## src/design/ctk_pkg.sv

```systemverilog
// ----------------------------------------------------------------------------
// ctk_pkg
// Shared types and constants of the CSV field tokenizer.
// ----------------------------------------------------------------------------
`timescale 1ns / 1ps

package ctk_pkg;

	localparam int BYTE_W    = 8;
	localparam int COUNT_W   = 8;
	localparam int STATUS_W  = 2;
	localparam int CFG_IDX_W = 2;

	localparam logic [COUNT_W-1:0] FIELD_CAP = 8'd255;

	localparam logic [BYTE_W-1:0] DELIM_RESET = 8'd44;
	localparam logic [BYTE_W-1:0] QUOTE_RESET = 8'd34;

	localparam logic [CFG_IDX_W-1:0] CFG_DELIM = 2'd0;
	localparam logic [CFG_IDX_W-1:0] CFG_QUOTE = 2'd1;

	localparam logic [STATUS_W-1:0] ST_OK       = 2'd0;
	localparam logic [STATUS_W-1:0] ST_TRAILING = 2'd1;
	localparam logic [STATUS_W-1:0] ST_MISMATCH = 2'd2;

	localparam int FIFO_DEPTH = 4;
	localparam int FIFO_AW    = $clog2(FIFO_DEPTH);

	typedef struct packed {
		logic [BYTE_W-1:0] value;
		logic              last;
		logic              is_quote;
		logic              is_delim;
	} tok_item_t;

endpackage

```

## src/design/ctk_fifo.sv

```systemverilog
// ----------------------------------------------------------------------------
// ctk_fifo
// Short queue of classified bytes between front and back.
// ----------------------------------------------------------------------------
`timescale 1ns / 1ps

module ctk_fifo import ctk_pkg::*; (
	input  logic      clk,
	input  logic      arst_n,
	input  logic      push,
	input  tok_item_t push_item,
	output logic      full,
	input  logic      pop,
	output tok_item_t pop_item,
	output logic      empty
);

	tok_item_t          slots_q [FIFO_DEPTH];
	logic [FIFO_AW-1:0] wr_ptr_q;
	logic [FIFO_AW-1:0] rd_ptr_q;
	logic [FIFO_AW:0]   count_q;

	assign full     = (count_q == (FIFO_AW+1)'(FIFO_DEPTH));
	assign empty    = (count_q == '0);
	assign pop_item = slots_q[rd_ptr_q];

	always_ff @(posedge clk) begin
		if (push) begin
			slots_q[wr_ptr_q] <= push_item;
		end
	end

	always_ff @(posedge clk or negedge arst_n) begin
		if (!arst_n) begin
			wr_ptr_q <= '0;
			rd_ptr_q <= '0;
			count_q  <= '0;
		end else begin
			if (push) begin
				wr_ptr_q <= wr_ptr_q + 1'b1;
			end
			if (pop) begin
				rd_ptr_q <= rd_ptr_q + 1'b1;
			end
			if (push && !pop) begin
				count_q <= count_q + 1'b1;
			end else if (pop && !push) begin
				count_q <= count_q - 1'b1;
			end
		end
	end

endmodule

```

## src/design/ctk_front.sv

```systemverilog
// ----------------------------------------------------------------------------
// ctk_front
// Holds the delimiter and quote registers and classifies each input byte.
// ----------------------------------------------------------------------------
`timescale 1ns / 1ps

module ctk_front import ctk_pkg::*; (
	input  logic                 clk,
	input  logic                 arst_n,
	input  logic                 cfg_valid,
	output logic                 cfg_ready,
	input  logic [CFG_IDX_W-1:0] cfg_index,
	input  logic [BYTE_W-1:0]    cfg_data,
	input  logic                 in_valid,
	output logic                 in_ready,
	input  logic [BYTE_W-1:0]    in_byte,
	input  logic                 last_of_record,
	output logic                 push,
	output tok_item_t            push_item,
	input  logic                 full
);

	logic [BYTE_W-1:0] delim_q;
	logic [BYTE_W-1:0] quote_q;
	logic              match_quote;

	assign cfg_ready = 1'b1;
	assign in_ready  = !full;
	assign push      = in_valid && !full;

	// Quote wins when both registers hold the same byte.
	assign match_quote        = (in_byte == quote_q);
	assign push_item.value    = in_byte;
	assign push_item.last     = last_of_record;
	assign push_item.is_quote = match_quote;
	assign push_item.is_delim = (in_byte == delim_q) && !match_quote;

	always_ff @(posedge clk or negedge arst_n) begin
		if (!arst_n) begin
			delim_q <= DELIM_RESET;
			quote_q <= QUOTE_RESET;
		end else if (cfg_valid) begin
			unique case (cfg_index)
				CFG_DELIM: delim_q <= cfg_data;
				CFG_QUOTE: quote_q <= cfg_data;
				default: ;
			endcase
		end
	end

endmodule

```

## src/design/ctk_back.sv

```systemverilog
// ----------------------------------------------------------------------------
// ctk_back
// Tracks quoting and field counts and registers one result per byte.
// ----------------------------------------------------------------------------
`timescale 1ns / 1ps

module ctk_back import ctk_pkg::*; (
	input  logic                clk,
	input  logic                arst_n,
	input  tok_item_t           pop_item,
	input  logic                empty,
	output logic                pop,
	output logic                out_valid,
	input  logic                out_ready,
	output logic                data_valid,
	output logic [BYTE_W-1:0]   data_byte,
	output logic                field_end,
	output logic                record_end,
	output logic [STATUS_W-1:0] status,
	output logic [COUNT_W-1:0]  fields_in_record
);

	logic                quote_open_q;
	logic                prev_quote_q;
	logic [COUNT_W-1:0]  field_cnt_q;
	logic [COUNT_W-1:0]  expected_q;
	logic                expected_known_q;

	logic                qo_n;
	logic                pq_n;
	logic [COUNT_W-1:0]  cnt_mid;
	logic [COUNT_W-1:0]  cnt_n;
	logic                dv;
	logic                fe;
	logic                trailing;
	logic [STATUS_W-1:0] st;

	assign pop = !empty && (!out_valid || out_ready);

	always_comb begin
		qo_n     = quote_open_q;
		pq_n     = 1'b0;
		cnt_mid  = field_cnt_q;
		dv       = 1'b0;
		fe       = 1'b0;
		trailing = 1'b0;
		st       = ST_OK;
		if (pop_item.is_quote) begin
			qo_n = !quote_open_q;
			dv   = !quote_open_q && prev_quote_q;
			pq_n = 1'b1;
		end else if (pop_item.is_delim) begin
			if (quote_open_q) begin
				dv = 1'b1;
			end else begin
				fe       = 1'b1;
				cnt_mid  = (field_cnt_q != FIELD_CAP) ? field_cnt_q + 1'b1 : field_cnt_q;
				trailing = pop_item.last;
			end
		end else begin
			dv = 1'b1;
		end
		cnt_n = cnt_mid;
		if (pop_item.last) begin
			fe    = 1'b1;
			cnt_n = (cnt_mid != FIELD_CAP) ? cnt_mid + 1'b1 : cnt_mid;
			if (trailing) begin
				st = ST_TRAILING;
			end else if (expected_known_q && (cnt_n != expected_q)) begin
				st = ST_MISMATCH;
			end
		end
	end

	always_ff @(posedge clk) begin
		if (pop) begin
			data_valid       <= dv;
			data_byte        <= dv ? pop_item.value : '0;
			field_end        <= fe;
			record_end       <= pop_item.last;
			status           <= st;
			fields_in_record <= cnt_n;
		end
	end

	always_ff @(posedge clk or negedge arst_n) begin
		if (!arst_n) begin
			out_valid        <= 1'b0;
			quote_open_q     <= 1'b0;
			prev_quote_q     <= 1'b0;
			field_cnt_q      <= '0;
			expected_q       <= '0;
			expected_known_q <= 1'b0;
		end else begin
			if (pop) begin
				out_valid <= 1'b1;
			end else if (out_ready) begin
				out_valid <= 1'b0;
			end
			if (pop) begin
				if (pop_item.last) begin
					quote_open_q <= 1'b0;
					prev_quote_q <= 1'b0;
					field_cnt_q  <= '0;
					if (!trailing && !expected_known_q) begin
						expected_q       <= cnt_n;
						expected_known_q <= 1'b1;
					end
				end else begin
					quote_open_q <= qo_n;
					prev_quote_q <= pq_n;
					field_cnt_q  <= cnt_n;
				end
			end
		end
	end

endmodule

```

## src/design/csv_field_tokenizer.sv

```systemverilog
// A byte accepted by the front is loaded into the queue, popped into the output
// register once that register is free or being read, and offered from then on.
// Throughput: one byte per cycle; the back end retires one beat per cycle unless stalled.
// A four-entry queue lets the front accept while the output register is stalled.
// Reset (arst_n low) clears the queue, quoting and count state, and loads the
// delimiter and quote registers with comma and double quote.
// ----------------------------------------------------------------------------
// csv_field_tokenizer
// Streaming CSV field tokenizer: quote removal, field and record delimiting.
// ----------------------------------------------------------------------------
`timescale 1ns / 1ps

module csv_field_tokenizer import ctk_pkg::*; (
	input  logic                 clk,
	input  logic                 arst_n,
	input  logic                 cfg_valid,
	output logic                 cfg_ready,
	input  logic [CFG_IDX_W-1:0] cfg_index,
	input  logic [BYTE_W-1:0]    cfg_data,
	input  logic                 in_valid,
	output logic                 in_ready,
	input  logic [BYTE_W-1:0]    in_byte,
	input  logic                 last_of_record,
	output logic                 out_valid,
	input  logic                 out_ready,
	output logic                 data_valid,
	output logic [BYTE_W-1:0]    data_byte,
	output logic                 field_end,
	output logic                 record_end,
	output logic [STATUS_W-1:0]  status,
	output logic [COUNT_W-1:0]   fields_in_record
);

	logic      push;
	tok_item_t push_item;
	logic      full;
	logic      pop;
	tok_item_t pop_item;
	logic      empty;

	ctk_front u_front (
		.clk            (clk),
		.arst_n         (arst_n),
		.cfg_valid      (cfg_valid),
		.cfg_ready      (cfg_ready),
		.cfg_index      (cfg_index),
		.cfg_data       (cfg_data),
		.in_valid       (in_valid),
		.in_ready       (in_ready),
		.in_byte        (in_byte),
		.last_of_record (last_of_record),
		.push           (push),
		.push_item      (push_item),
		.full           (full)
	);

	ctk_fifo u_fifo (
		.clk       (clk),
		.arst_n    (arst_n),
		.push      (push),
		.push_item (push_item),
		.full      (full),
		.pop       (pop),
		.pop_item  (pop_item),
		.empty     (empty)
	);

	ctk_back u_back (
		.clk              (clk),
		.arst_n           (arst_n),
		.pop_item         (pop_item),
		.empty            (empty),
		.pop              (pop),
		.out_valid        (out_valid),
		.out_ready        (out_ready),
		.data_valid       (data_valid),
		.data_byte        (data_byte),
		.field_end        (field_end),
		.record_end       (record_end),
		.status           (status),
		.fields_in_record (fields_in_record)
	);

endmodule

```

## config.mk

```make
export PLATFORM = sky130hd
export DESIGN_NAME = csv_field_tokenizer
export DESIGN_NICKNAME = d
export VERILOG_FILES = /design/src/design/ctk_pkg.sv /design/src/design/ctk_fifo.sv /design/src/design/ctk_front.sv /design/src/design/ctk_back.sv /design/src/design/csv_field_tokenizer.sv
export SDC_FILE = /design/constraint.sdc
export NUM_CORES = 1
export LEC_CHECK = 0
export ABC_AREA = 1
export CORE_UTILIZATION = 45
export DETAILED_ROUTE_END_ITERATION = 6
export DONT_BUFFER_PORTS = 1
export GPL_TIMING_DRIVEN = 0
export PLACE_DENSITY = 0.59
export SYNTH_ARGS = -nofsm -noshare
export SYNTH_HDL_FRONTEND = slang
export SYNTH_SLANG_ARGS = --single-unit
```

## constraint.sdc

```tcl
create_clock -name clk -period 10.7 [get_ports clk]
set_input_delay 0.535 -clock clk [delete_from_list [all_inputs] [get_ports clk]]
set_output_delay 0.535 -clock clk [all_outputs]
set_load 0.1 [all_outputs]
```

==> metrics.md, run 1 <==
| Metric | Value |
|---|---|
| Standby leakage power | about 2.4 nW |
| CTS H-tree depth | 3 |
| Critical Path Sink Type | register |
| Final setup skew | approximately 0.0077 ns |
| Share of the yosys chip area belonging to registers | 0.573 |
| Die width | 110 µm |
| Top cells by area in the synthesized netlist | edfxtp_1, dfrtp_1, nand2_1 |
| Worst IR Drop VDD | roughly 0.16 mV |
| Post-synth top area cell | edfxtp_1 |
| Core outline area | 11400 µm² |
| Total die area | between 10000 and 15000 µm² |
| HP Class | primary input to asynchronous set/reset pin |
| Proportion of synthesized flip-flops having asynchronous set or reset | 0.398 |
| Worst Tran Pin Value | 1.18 ns |
| Synth Instances | around 550 |
| Initial core utilization | 0.464 |
| Worst Path Max Fanout | 10 |
| Number of buffers on the longest clock path | 2 |
| Portion of netlist area occupied by mux cells | 0 |
| Cell area after synthesis | 5300 µm² |
| Type of the setup path with the least slack | register to register |
| Run status | complete, no violations |
| Crit path required time | ~11 ns |
| Count of synthesis-stage warnings from yosys | 0 |
| Unrepaired setup endpoints after global routing | false |
| Wire length of the first global-routing pass | around 19000 µm |
| Area share of xor/xnor cells in the synthesized design | 0.0414 |
| Maximum achievable frequency | approximately 270 MHz |
| RD Place Congestion | 0.827 |
| P per Cell Area | between 300 and 400 nW/µm² |
| # IOs | 48 |
| Total half-perimeter wirelength after legalization and detailed placement | around 8100 µm |
| Final-layout setup total negative slack | 0 ns |
| Antenna violations before repair | 0 |
| Unique cell type count in the Yosys netlist | 37 |
| Setup repair bufs after CTS | 0 |
| Nets | between 500 and 600 |
| Slew Viols, Final | 0 |
| Share of the cycle needed by the critical path after routing | 0.345 |
| Flip-flop cell with the highest count after synthesis | edfxtp_1 |
| Share of synthesized cell area in and, or, nand and nor gates | 0.225 |
| Clock Latency Late Sink | 0.34 ns |
| Number of global-route vias before repair | between 3000 and 4000 |
| Antenna viol nets, final | 0 |
| Sum of routed wire length over all layers | 11400 µm |
| Synth Area in Compound Gates | 0.0792 |
| Total number of vias | between 3000 and 4000 |
| Worst max-slew margin expressed relative to the limit | 0.209 |
| Final antenna diode count | 0 |
| Root cell of the clock tree | clkbuf_16 |
| Startpoint type of the worst setup path | register |
| Shortest clock period the worst path allows after layout | about 3.7 ns |
| CTS sink cnt | roughly 110 |
| Worst EP arrival | just under 4 ns |
| Clock tree from TritonCTS | built |
| Average wire length per cell after detail routing | roughly 16 µm |
| Number of register bits inferred by synthesis | about 110 |
| Largest net degree at the start of global routing | 39 |
| Hold Worst Slack | 0.0244 ns |
| Arithmetic-cell share of the synthesized area counting full adders, half adders and majority gates | 0.0203 |
| Via/cell ratio | about 5.2 |
| DRC errors left | 0 |
| Most common cell in the netlist | nand2_1 |
| Clock edge transition at the registers on the reported setup and hold paths | ~0.070 ns |
| Chip height | about 110 µm |
| Global Route Usage Sum | 0.199 |
| Post-Synthesis Mean Instance Area | between 9 and 10 µm² |
| Drt pass-1 iters | 5 |
| Number of flops mapped to enable cells by yosys | 65 |
| Global route overflow | 0 |
| Final cell count without fillers | just over 700 |
| Count of buffers from port buffering | 0 |
| Synth cell count leaders | nand2_1, edfxtp_1, inv_1 |
| Standard-cell rows | 39 |
| Total of endpoints with negative setup slack in the final report | 0 |
| Max capacitance violation total | 0 |
| 1st-iter DRT viols | 220 |
| Synthesis-to-finish area growth | 9.92% |
| Number of failing hold endpoints at the final stage | 0 |
| Largest family of logic cells by synthesized area | simple AND/OR/NAND/NOR gates |
| Clock buffers created by TritonCTS | 9 |
| Instance count after placement with tap cells included | 692 |
| Area share of the largest cell type after synthesis | 0.369 |
| Share of final-layout standard cells stronger than drive strength 1 | 0.115 |
| Total nets after synthesis | between 500 and 600 |
## final cells by class
type	count	area, µm²
inverters	60	233
clock buffers	11	233
multi-input cells	365	1960
fillers	1074	5600
repair buffers	2	47.5
plain buffers	15	86.3
flip-flops and latches	108	3030
clock inverters	5	51.3
well taps	143	179
## metal layers
layer	wire length (µm)	global-route usage
met5	0	0
met4	229	0.0773
met3	486	0.0461
met2	5170	0.299
met1	5550	0.278
## report_power, final
| part | internal, mW | switching, mW |
|---|---|---|
| clock | 0.181 | 0.144 |
| combinational | 0.169 | 0.386 |
| sequential | 0.581 | 0.324 |
| total | 0.930 | 0.853 |
## layout by cell type (no fill, tap or decap), drive strengths merged, types with 8 or more instances in the layout
cell type  instances
a21oi             16
buf               12
clkbuf            16
dfrtp             38
edfxtp            65
inv               61
nand2            140
nand3             35
nand4             12
nor2              64
o21ai             57
xnor2             17
xor2               8
## cell families (layout without fill, tap and decap cells)
family / Yosys count / after routing
other: 1 / 1
buffers and inverters: 75 / 93
AND/OR/NAND/NOR: 254 / 254
AO/OA/AOI/OAI: 77 / 77
flip-flops: 108 / 108
XOR/XNOR: 25 / 25
adder cells (fa/ha/maj): 8 / 8
## stage by stage
step	util	area, µm²	total power [mW]	worst slack, ns
global placement	0.479	5470	1.44	5.62
CTS	0.510	5820	1.79	7.00
detailed placement	0.483	5520	1.46	7.02
floorplan	-	5300	1.30	6.91
finish	0.510	5820	1.78	7.01
global route	0.510	5820	1.88	6.72
## what timing repair did
action	in CTS	in global routing
gates resized for setup	0	0
hold endpoints to repair	38	0
hold buffers	1	0
endpoints found under the setup margin	0	0
## flip-flops by register name (all words and copies together), names as in the netlist
signal                   flops
u_back.record_end            1
u_back.expected_q            8
u_fifo.wr_ptr_q              2
u_back.prev_quote_q          1
u_back.status                2
u_back.field_end             1
u_back.expected_known_q      1
u_back.out_valid             1
u_back.quote_open_q          1
u_back.data_valid            1
u_front.quote_q              8
u_fifo.count_q               3
u_fifo.rd_ptr_q              2
u_back.fields_in_record      8
u_front.delim_q              8
u_back.field_cnt_q           8
u_fifo.slots_q              44
u_back.data_byte             8
## worst max-delay path, cell delays in order (launching register included)
cell	delay, ns
dfrtp_1	0.94
inv_1	0.12
nor2_1	0.22
a31oi_4	0.14
inv_1	0.18
clkbuf_1	0.38
clkbuf_1	0.48
ha_1	0.24
inv_1	0.07
fa_1	0.37
a21oi_1	0.14
o21ai_0	0.11
xor2_1	0.15
## path summary, 6_finish.rpt
path | start | to | slack, ns | cells after the start
setup / recovery | u_back.out_valid | u_fifo.count_q[2] | 7.01 | 12
hold / removal | arst_n | u_back.field_cnt_q[6] | 0.02 | 1
setup reg to reg | u_back.out_valid | u_fifo.count_q[2] | 7.01 | 12
hold reg to reg | u_back.expected_known_q | u_back.expected_known_q | 0.49 | 2
max in group asynchronous | arst_n | u_back.expected_q[5] | 10.47 | 1
min in group clk | in_byte[6] | u_fifo.slots_q[1][9] | 0.28 | 0
No activity file was read; power rests on OpenSTA's default activity.
==> run 2, diff against run 1 <==
--- a/config.mk
+++ b/config.mk
@@ -10,7 +10,7 @@
 export DETAILED_ROUTE_END_ITERATION = 6
 export DONT_BUFFER_PORTS = 1
 export GPL_TIMING_DRIVEN = 0
-export PLACE_DENSITY = 0.59
+export PLACE_DENSITY = 0.61
 export SYNTH_ARGS = -nofsm -noshare
 export SYNTH_HDL_FRONTEND = slang
 export SYNTH_SLANG_ARGS = --single-unit
==> constraint.sdc (replaced) <==
create_clock -name clk -period 3.3 [get_ports clk]
set_input_delay 0.165 -clock clk [delete_from_list [all_inputs] [get_ports clk]]
set_output_delay 0.165 -clock clk [all_outputs]
set_load 0.1 [all_outputs]
==> run 2 against run 1 <==
Compared with the run above:
- maximum frequency rose by 22%
- via count up 1.2%
- wire length decreased by 3.3%
==> metrics.md, run 2 (synthesis gave the netlist of run 1 again) <==
| Metric | Value |
|---|---|
| # IOs | 48 |
| Sum of routed wire length over all layers | about 11000 µm |
| HP Class | primary input to register |
| Hold Worst Slack | between 0.1 and 0.15 ns |
| Final setup skew | roughly 0.0074 ns |
| Chip height | roughly 110 µm |
| Nets | roughly 610 |
| Wire length of the first global-routing pass | around 19000 µm |
| Internal power consumption | a little over 3 mW |
| Min-Delay Startpoint | in_valid |
| Worst R2R Setup Slack | 0.29 ns |
| Total of endpoints with negative setup slack in the final report | 0 |
| Die width | roughly 110 µm |
| Root cell of the clock tree | clkbuf_16 |
| Largest Register | u_fifo.slots_q |
| Number of global-route vias before repair | ~3700 |
| Standby leakage power | about 2.5 nW |
| Dpl cell area | 5520 µm² |
| Total die area | about 12000 µm² |
| Depth of the worst register-to-register path | 12 |
| DRC errors left | 0 |
| Type of the setup path with the least slack | register to register |
| Clock tree from TritonCTS | built |
| Largest net degree at the start of global routing | 44 |
| Power spent charging and discharging nets | 2.77 mW |
| Crit path required time | around 3.5 ns |
| Max capacitance violation total | 0 |
| Share of the cycle needed by the critical path after routing | 0.913 |
| Slew Viols, Final | 0 |
| Critical Path Sink Type | register |
| Unrepaired setup endpoints after global routing | false |
| Drt pass-1 iters | 4 |
| Part of the total power dissipated in sequential elements | 0.506 |
| Clock buffers created by TritonCTS | 9 |
| Worst Path Max Fanout | 21 |
| Antenna violations before repair | 0 |
| Total number of vias | 3754 |
| Antenna viol nets, final | 0 |
| Startpoint type of the worst setup path | register |
| CTS H-tree depth | 3 |
| Slowest cell on crit path | dfrtp_4 |
| Share of final-layout standard cells stronger than drive strength 1 | 0.118 |
| Final-layout setup total negative slack | 0 ns |
| Standard-cell rows | 39 |
| Final antenna diode count | 0 |
| Number of buffers on the longest clock path | 2 |
| Setup crit end | u_fifo.count_q[2] |
| Shortest clock period the worst path allows after layout | 3.01 ns |
| Ordered cell list for the critical path | inv_1 > nor2_1 > a31oi_4 > buf_16 > inv_1 > clkbuf_2 > ha_1 > inv_1 > fa_1 > a21oi_1 > o21ai_0 > xor2_1 |
| Part of the power in combinational logic | 0.307 |
| Reg2reg end | u_fifo.count_q[2] |
| Total half-perimeter wirelength after legalization and detailed placement | ~7700 µm |
| Run status | complete, no violations |
| Worst IR Drop VDD | between 0.3 and 0.4 mV |
| Crit path largest cell delay | about 0.6 ns |
| RR Startpoint | u_back.out_valid |
| Fill cell count | about 1000 |
| 1st-iter DRT viols | about 260 |
| Number of failing hold endpoints at the final stage | 0 |
| Number of flip-flops under the largest register name | 44 |
| CTS sink cnt | between 100 and 150 |
| Commonest cells after routing, fill and taps aside | nand2_1, edfxtp_1, inv_1, nor2_1, o21ai_0 |
| Most prevalent standard cell on the critical path | inv_1 |
| Post-route design area | between 6000 and 7000 µm² |
| P per Cell Area | 961 nW/µm² |
| Core outline area | about 11000 µm² |
| Worst max-slew margin expressed relative to the limit | 0.235 |
| Switching part of the total power | 0.477 |
| Initial core utilization | 0.464 |
| Synthesis-to-finish area growth | 14.2% |
| Clock group share of total power | 0.187 |
| RD Place Congestion | roughly 0.83 |
| Maximum achievable frequency | 332 MHz |
| Worst Tran Pin Value | around 1.1 ns |
| Global Route Usage Sum | 0.196 |
| Most common cell after layout, fill and taps aside | nand2_1 |
| Average wire length per cell after detail routing | between 15 and 20 µm |
| Setup repair bufs after CTS | 0 |
| Worst EP arrival | about 3.3 ns |
| Global route overflow | 0 |
| Startpoint of the most critical setup path | u_back.out_valid |
| Clock Latency Late Sink | around 0.35 ns |
| Clock edge transition at the registers on the reported setup and hold paths | ~0.07 ns |
| Count of buffers from port buffering | 0 |
| Via/cell ratio | around 5.2 |
run 2: layer usage:
metal	GRT usage	wire, µm
met1	0.274	5370
met2	0.305	5100
met3	0.0346	428
met4	0.0764	168
met5	0	0
run 2: how the worst min path moves through the flow:
| stage | endpoint | cells after the start |
|---|---|---|
| finish | u_fifo.wr_ptr_q[0] | 2 |
| global route | u_fifo.wr_ptr_q[0] | 2 |
| CTS | u_fifo.wr_ptr_q[0] | 2 |
| detailed placement | u_back.expected_known_q | 0 |
| global placement | u_back.expected_known_q | 0 |
| floorplan | u_back.expected_known_q | 0 |
run 2: power groups by stage:
stage | registers (mW) | clock network, mW | logic [mW]
detailed placement | 2.96 | 0 | 1.75
CTS | 2.94 | 1.11 | 1.79
finish | 2.94 | 1.09 | 1.78
global route | 2.98 | 1.15 | 2.02
floorplan | 2.92 | 0 | 1.30
global placement | 2.96 | 0 | 1.68
run 2: timing repair:
action / 4_1_cts / 5_1_grt
resized for setup: 3 / 2
setup endpoints to repair: 2 / 2
hold buffers: 20 / 0
hold endpoints to repair: 96 / 0
run 2: cell type report:
cell class | instances | area, µm² | area share
Buffer | 14 | 83.8 | 0.0139
Clock buffer | 9 | 225 | 0.0372
Clock inverter | 7 | 73.8 | 0.0122
Inverter | 60 | 233 | 0.0385
Multi-Input combinational cell | 365 | 1970 | 0.326
Sequential cell | 108 | 3040 | 0.502
Tap cell | 143 | 179 | 0.0296
Timing Repair Buffer | 21 | 245 | 0.0406
run 2: metrics by stage:
step	util	setup slack (ns)	cells	power, mW
2_1_floorplan	-	0.0351	548	4.22
3_3_place_gp	0.480	-0.967	691	4.65
3_5_place_dp	0.483	-0.558	692	4.72
4_1_cts	0.529	0.0192	728	5.85
5_1_grt	0.530	0.0483	727	6.16
6_report	0.530	0.286	727	5.81
run 2: worst max-delay path: cells and delay by family (launching register included):
kind	cells	cell delay, ns
buf+inv	5	1.00
flops	1	0.61
fa+ha+maj	2	0.57
compound gates	3	0.36
simple gates	1	0.19
xor+xnor	1	0.15
